## config.mk

```make
export PLATFORM = sky130hd
export DESIGN_NAME = soau_xlate
export DESIGN_NICKNAME = d
export VERILOG_FILES = /design/src/rtl/core/soau_pkg.sv /design/src/rtl/core/soau_xlate.sv
export SDC_FILE = /design/constraint.sdc
export NUM_CORES = 1
export LEC_CHECK = 0
export ABC_AREA = 1
export BUFFER_PORTS_ARGS = -buffer_cell sky130_fd_sc_hd__buf_2
export CORE_MARGIN = 10
export CORE_UTILIZATION = 42
export DETAILED_ROUTE_END_ITERATION = 12
export PLACE_DENSITY_LB_ADDON = 0.25
export RECOVER_POWER = 25
export SYNTH_ARGS = -nofsm -noshare
export SYNTH_HDL_FRONTEND = slang
export SYNTH_SLANG_ARGS = --single-unit
```

## constraint.sdc

```tcl
create_clock -name vclk -period 18.17
set_input_delay 5.451 -clock vclk [all_inputs]
set_output_delay 5.451 -clock vclk [all_outputs]
set_load 0.02 [all_outputs]
```

## src/rtl/core/soau_pkg.sv

```systemverilog
// ----------------------------------------------------------------------------
// soau_pkg: shared types and constants of the operand access unit
// Item layouts, operation and descriptor codes, register indexes and the
// state encoding of the access sequencer.
// ----------------------------------------------------------------------------
`default_nettype none

package soau_pkg;

  localparam int MEM_BYTES_DEF  = 16384;
  localparam int SEGMENT_COUNT  = 8;
  localparam int REGISTER_COUNT = 32;
  localparam int REG_IDX_W      = 5;
  localparam int SIZE_W         = 17;
  localparam int CFG_W          = 15;

  localparam logic [REG_IDX_W-1:0] LAR_INDEX = 5'd1;
  localparam logic [REG_IDX_W-1:0] MAR_INDEX = 5'd2;
  localparam logic [REG_IDX_W-1:0] MBR_INDEX = 5'd3;
  localparam logic [REG_IDX_W-1:0] DS_INDEX  = 5'd27;
  localparam logic [31:0]          DS_RESET  = 32'h0001_0000;

  // operand accesses to memory always move one word
  localparam logic [2:0] OPND_BYTES = 3'd4;
  localparam logic [2:0] MAX_BYTES  = 3'd4;

  localparam logic [1:0] OP_RD_OPND = 2'd0;
  localparam logic [1:0] OP_WR_OPND = 2'd1;
  localparam logic [1:0] OP_RD_MEM  = 2'd2;
  localparam logic [1:0] OP_WR_MEM  = 2'd3;

  localparam logic [7:0] TYPE_REG = 8'd1;
  localparam logic [7:0] TYPE_IMM = 8'd2;
  localparam logic [7:0] TYPE_MEM = 8'd3;

  localparam logic [15:0] SEG_CODE = 16'd0;
  localparam logic [15:0] SEG_DATA = 16'd1;

  typedef struct packed {
    logic [1:0]         op;
    logic [31:0]        operand_descriptor;
    logic [31:0]        logical_address;
    logic [2:0]         byte_count;
    logic signed [31:0] write_value;
  } in_item_t;

  typedef struct packed {
    logic signed [31:0] read_value;
    logic               access_ok;
    logic               running;
  } out_item_t;

  typedef struct packed {
    logic        fault;
    logic [15:0] phys;
  } xlate_t;

  typedef enum logic [2:0] {
    S_IDLE,
    S_ADDR,
    S_CHECK,
    S_MEM,
    S_FIN,
    S_DONE
  } state_t;

endpackage

`default_nettype wire

```

## src/rtl/core/soau_xlate.sv

```systemverilog
// ----------------------------------------------------------------------------
// soau_xlate: segment translation and bounds check
// Splits a logical address into segment and offset, checks offset and byte
// count against the segment size and forms the physical byte address.
// ----------------------------------------------------------------------------
`default_nettype none

module soau_xlate
  import soau_pkg::*;
(
  input  wire logic [31:0]       laddr,
  input  wire logic [2:0]        cnt,
  input  wire logic [SIZE_W-1:0] csz,
  input  wire logic [SIZE_W-1:0] dsz,
  output xlate_t                 res
);

  logic [15:0]       seg;
  logic [SIZE_W-1:0] off;
  logic [SIZE_W-1:0] cnt_w;
  logic [SIZE_W-1:0] size;
  logic [SIZE_W-1:0] base;
  logic [SIZE_W-1:0] phys_w;
  logic              is_code;
  logic              seg_ok;

  always_comb begin
    seg     = laddr[31:16];
    off     = {1'b0, laddr[15:0]};
    cnt_w   = SIZE_W'(cnt);
    is_code = (seg == SEG_CODE);
    seg_ok  = is_code || ((seg == SEG_DATA) && (SEGMENT_COUNT > 1));
    size    = is_code ? csz : dsz;
    base    = is_code ? '0 : csz;
    phys_w  = base + off;
    res.fault = !seg_ok || (off >= size) || (cnt == 3'd0) || (cnt > MAX_BYTES) ||
                (cnt_w > size) || ((off + cnt_w) > size);
    res.phys  = phys_w[15:0];
  end

endmodule

`default_nettype wire

```

Yosys cells after proc, flatten, opt, wreduce, memory -nomap -nowiden

Cells that the tools add are included.

Bits in latches: 0
ROM bits: 0
Memories: 0
Output and inout port bits: 17
Bits in writable memories: 0
Register bits: 0

Equality and inequality tests: 1
Bitwise logic cells: 0
Shift operators: 0
Reductions and logical operators: 9
Multiply operators: 0
$add $sub $neg: 2
Muxes and demuxes: 2
Order comparisons: 4
Divide/modulo/power cells: 0

Operator list:

| operator                                                                | number |
|---|---|
| 16-bit by 3-bit adder with 17-bit output                                | 1 |
| 16-bit by 17-bit >= comparator with 1-bit output                        | 1 |
| 17-bit greater-than comparator                                          | 1 |
| 3-bit by 17-bit greater-than comparator with 1-bit output               | 1 |
| 17-bit two-way mux                                                      | 1 |
| 16-bit adder                                                            | 1 |
| 16-bit by 1-bit equality test with 1-bit output (second input constant) | 1 |
| 16-bit zero test                                                        | 1 |
| 16-bit two-way mux                                                      | 1 |
| 1-bit logical OR                                                        | 6 |
| 3-bit greater-than comparator (second input constant)                   | 1 |
| 3-bit zero test                                                         | 1 |
| 1-bit zero test                                                         | 1 |

Logic depth before layout (Yosys ltp)

Depth after elaboration: 8
Mapped depth: 19
Depth with buffers taken out: 18

Least setup slack after synthesis

Ideal clock, no wire load.

Kind: input to output
From: input port laddr[31]
To: output port res[12] (netlist bit)
Stages: 19
Path buffers: 1
Data arrival time: 7.984 ns
Slack: 4.735 ns
Cell sequence: nor2_1 -> nand2_1 -> nor2_2 -> nand2_2 -> inv_1 -> clkbuf_1 -> nor2_1 -> ha_1 -> inv_1 -> fa_1 -> nand3b_1 -> nand2_1 -> nand3_1 -> nand2_1 -> nand2_1 -> nand2_1 -> a21boi_0 -> o21ai_0 -> xor2_1

RTL lines:

| element         | line             | source |
|---|---|---|
| start, declared | soau_xlate.sv:11 | `input wire logic [31:0] laddr,` |
| end, declared   | soau_xlate.sv:15 | `output xlate_t res` |

==> metrics.md <==
| Metric | Value |
|---|---|
| PnR worst setup slack | 3440 ps |
| Post-Synth Adder-Cell Area | 27.5% |
| Worst setup path startpoint | laddr[23] |
| Crit path kind | primary input to output pin |
| Vias in the first global route | 2863 |
| Synth Area in Compound Gates | 14.3% |
| Total area of sequential cells | 0 um2 |
| CLK BUF | 0 |
| Most frequent cells in the layout | nand2_1 (97), buf_2 (84), inv_1 (74) |
| Fin crit share | 81.1% |
| Layout area overhead | 19.9% |
| Hold_buf cts | 0 |
| Sequential cell area fraction in the yosys report | 0% |
| DR pass1 iterations | 4 |
| Maximum clock rate | 0.0679 GHz |
| Crit path max fanout | 33 |
| Routability cong. | 0.890 |
| WHS | 11310 ps |
| Die height | 96.0 um |
| Fin nets | 619 |
| Boundary Pins | 86 |
| Num sequential | 0 |
| Post-CTS setup buffer count | 0 |
| Final min period | 14730 ps |
| GRT overflow | 0 |
| Initial antenna violation count | 0 |
| RSZ-0062 raised after global routing | no |
| Post_cts resized | 0 |
| Row Count | 27 |
| Width of the die | 96.0 um |
| Setup TNS | 0 ps |
| Post-Synth XOR/XNOR Area | 10.1% |
| Maximum VDD drop | 0.0000201 V |
| Final hold viol count | 0 |
| Post-DP HPWL | 6.81 mm |
| Syn Std Cell Area | 2420 um2 |
| DRT Wirelength | 7.45 mm |
| DRT antenna net count | 0 |
| Headroom to the max-slew limit | 26.3% |
| Synth Area in Simple Gates | 34.8% |
| Initial DRC count | 134 |
| Vias per cell | 4.97 |
| Initial Utilization | 43.7% |
| Hold Startpoint | laddr[0] |
| First-pass GRT wire length | 12.3 mm |
| Power Dens Cells | 28.4 nW/um2 |
| Worst-Margin Slew | 1100 ps |
| Largest family of logic cells by synthesized area | simple AND/OR/NAND/NOR gates |
| Gr usage total | 15.7% |
| # diodes | 0 |
| CP endpoint kind | output pin |
| Pre-CTS setup slack | 3910 ps |
| Syn Inst Count | 414 |
| Worst Path Arrival | 9280 ps |
| Via count | 2821 |
| Max cap viols | 0 |
| Core Area | 5540 um2 |
| Crit path launch type | primary input |
| Post-synth cell types | 34 |
| Mux contribution to synthesized area | 0.413% |
| Worst Path Required | 12720 ps |
| Type of the worst min-delay path | primary input to output pin |
| Layout cell share with drive strength beyond 1 | 19.8% |
| Largest net degree at the start of global routing | 34 |
| Synth warnings | 0 |
| Mean area per synthesized cell | 5.85 um2 |
| DRC Markers | 0 |
| Per-cell routed wire length | 13.1 um |
| Synthesized net count | 535 |
| Commonest non-fill, non-tap cell in the layout | nand2_1 |
| Fin. max-slew vios | 0 |
| Pleak | 0.00175 uW |
| I/O Buffers | 86 |
| Die area | 9210 um2 |
| Outcome | complete, no violations |
| Endpoints failing setup | 0 |
## where the power goes
part	total (uW)	switching (uW)	leakage (uW)	internal, uW
sequential	0	0	0	0
clock	0	0	0	0
combinational	82.6	50.6	0.00175	32.0
## metrics by stage
| stage | area (um2) | total power, uW | cells | util, % |
|---|---|---|---|---|
| after global placement | 2910 | 82.0 | 568 | 52.6 |
| after CTS | 2910 | 83.6 | 568 | 52.6 |
| final | 2910 | 82.6 | 568 | 52.4 |
| after global routing | 2910 | 94.1 | 568 | 52.4 |
| after floorplan | 2420 | 55.0 | 414 | - |
| after detailed placement | 2910 | 83.0 | 568 | 52.6 |
## area by class of cell
cell class	instances	area, um2
fill	621	2640
multi-input combinational	335	2110
timing repair buffer	86	428
inverter	75	282
tap	72	90.1
## cells by family after synthesis
family	after synthesis
simple gates	194
buf+inv	79
compound gates	60
fa+ha+maj	52
xor+xnor	28
mux	1
## worst max-delay path: stages
cell and delay, ps:
buf_2 80, nor2_1 40, nand2_1 80, nor2_1 80, nand2_1 810, inv_1 530
nor2_1 210, ha_1 200, inv_1 60, fa_1 400, nand3b_1 180, nand2_1 110
nand3_1 70, nand2_1 130, nand2_1 70, nand2_1 80, a21boi_0 140, o21ai_0 220
xor2_1 160, buf_2 180
## cells in the mapped netlist, types with 2 or more instances
| cell | instances | area share (%) |
|---|---|---|
| nand4_1 | 6 | 1.5 |
| a211oi_1 | 3 | 0.93 |
| buf_6 | 2 | 0.93 |
| nand2_1 | 96 | 15 |
| nor2_1 | 45 | 7.0 |
| nor4_1 | 3 | 0.77 |
| ha_1 | 50 | 26 |
| nand3b_1 | 2 | 0.62 |
| o21ai_0 | 13 | 2.7 |
| nor3_2 | 2 | 0.83 |
| inv_1 | 74 | 11 |
| o21ai_1 | 8 | 1.7 |
| a21oi_1 | 27 | 5.6 |
| xnor2_1 | 7 | 2.5 |
| nor3_1 | 4 | 0.83 |
| fa_1 | 2 | 1.7 |
| nand2_2 | 3 | 0.77 |
| nor2_2 | 5 | 1.3 |
| xor2_1 | 21 | 7.6 |
| nand3_1 | 26 | 5.4 |
| a21boi_0 | 2 | 0.62 |
## final timing paths
check / end / cells past startpoint
worst max-delay path: res[12] / 20
worst min-delay path: res[0] / 3
## metal layers
| layer | vias up | GRT usage, % | wire length (um) | part of all wire, % |
|---|---|---|---|---|
| li1 | 1512 | - | - | - |
| met1 | 1233 | 20.3 | 3480 | 47 |
| met2 | 68 | 27.7 | 3420 | 46 |
| met3 | 8 | 2.18 | 454 | 6.1 |
| met4 | 0 | 1.97 | 93 | 1.2 |
| met5 | - | 0 | 0 | 0 |
(Power assumes the default switching activity.)
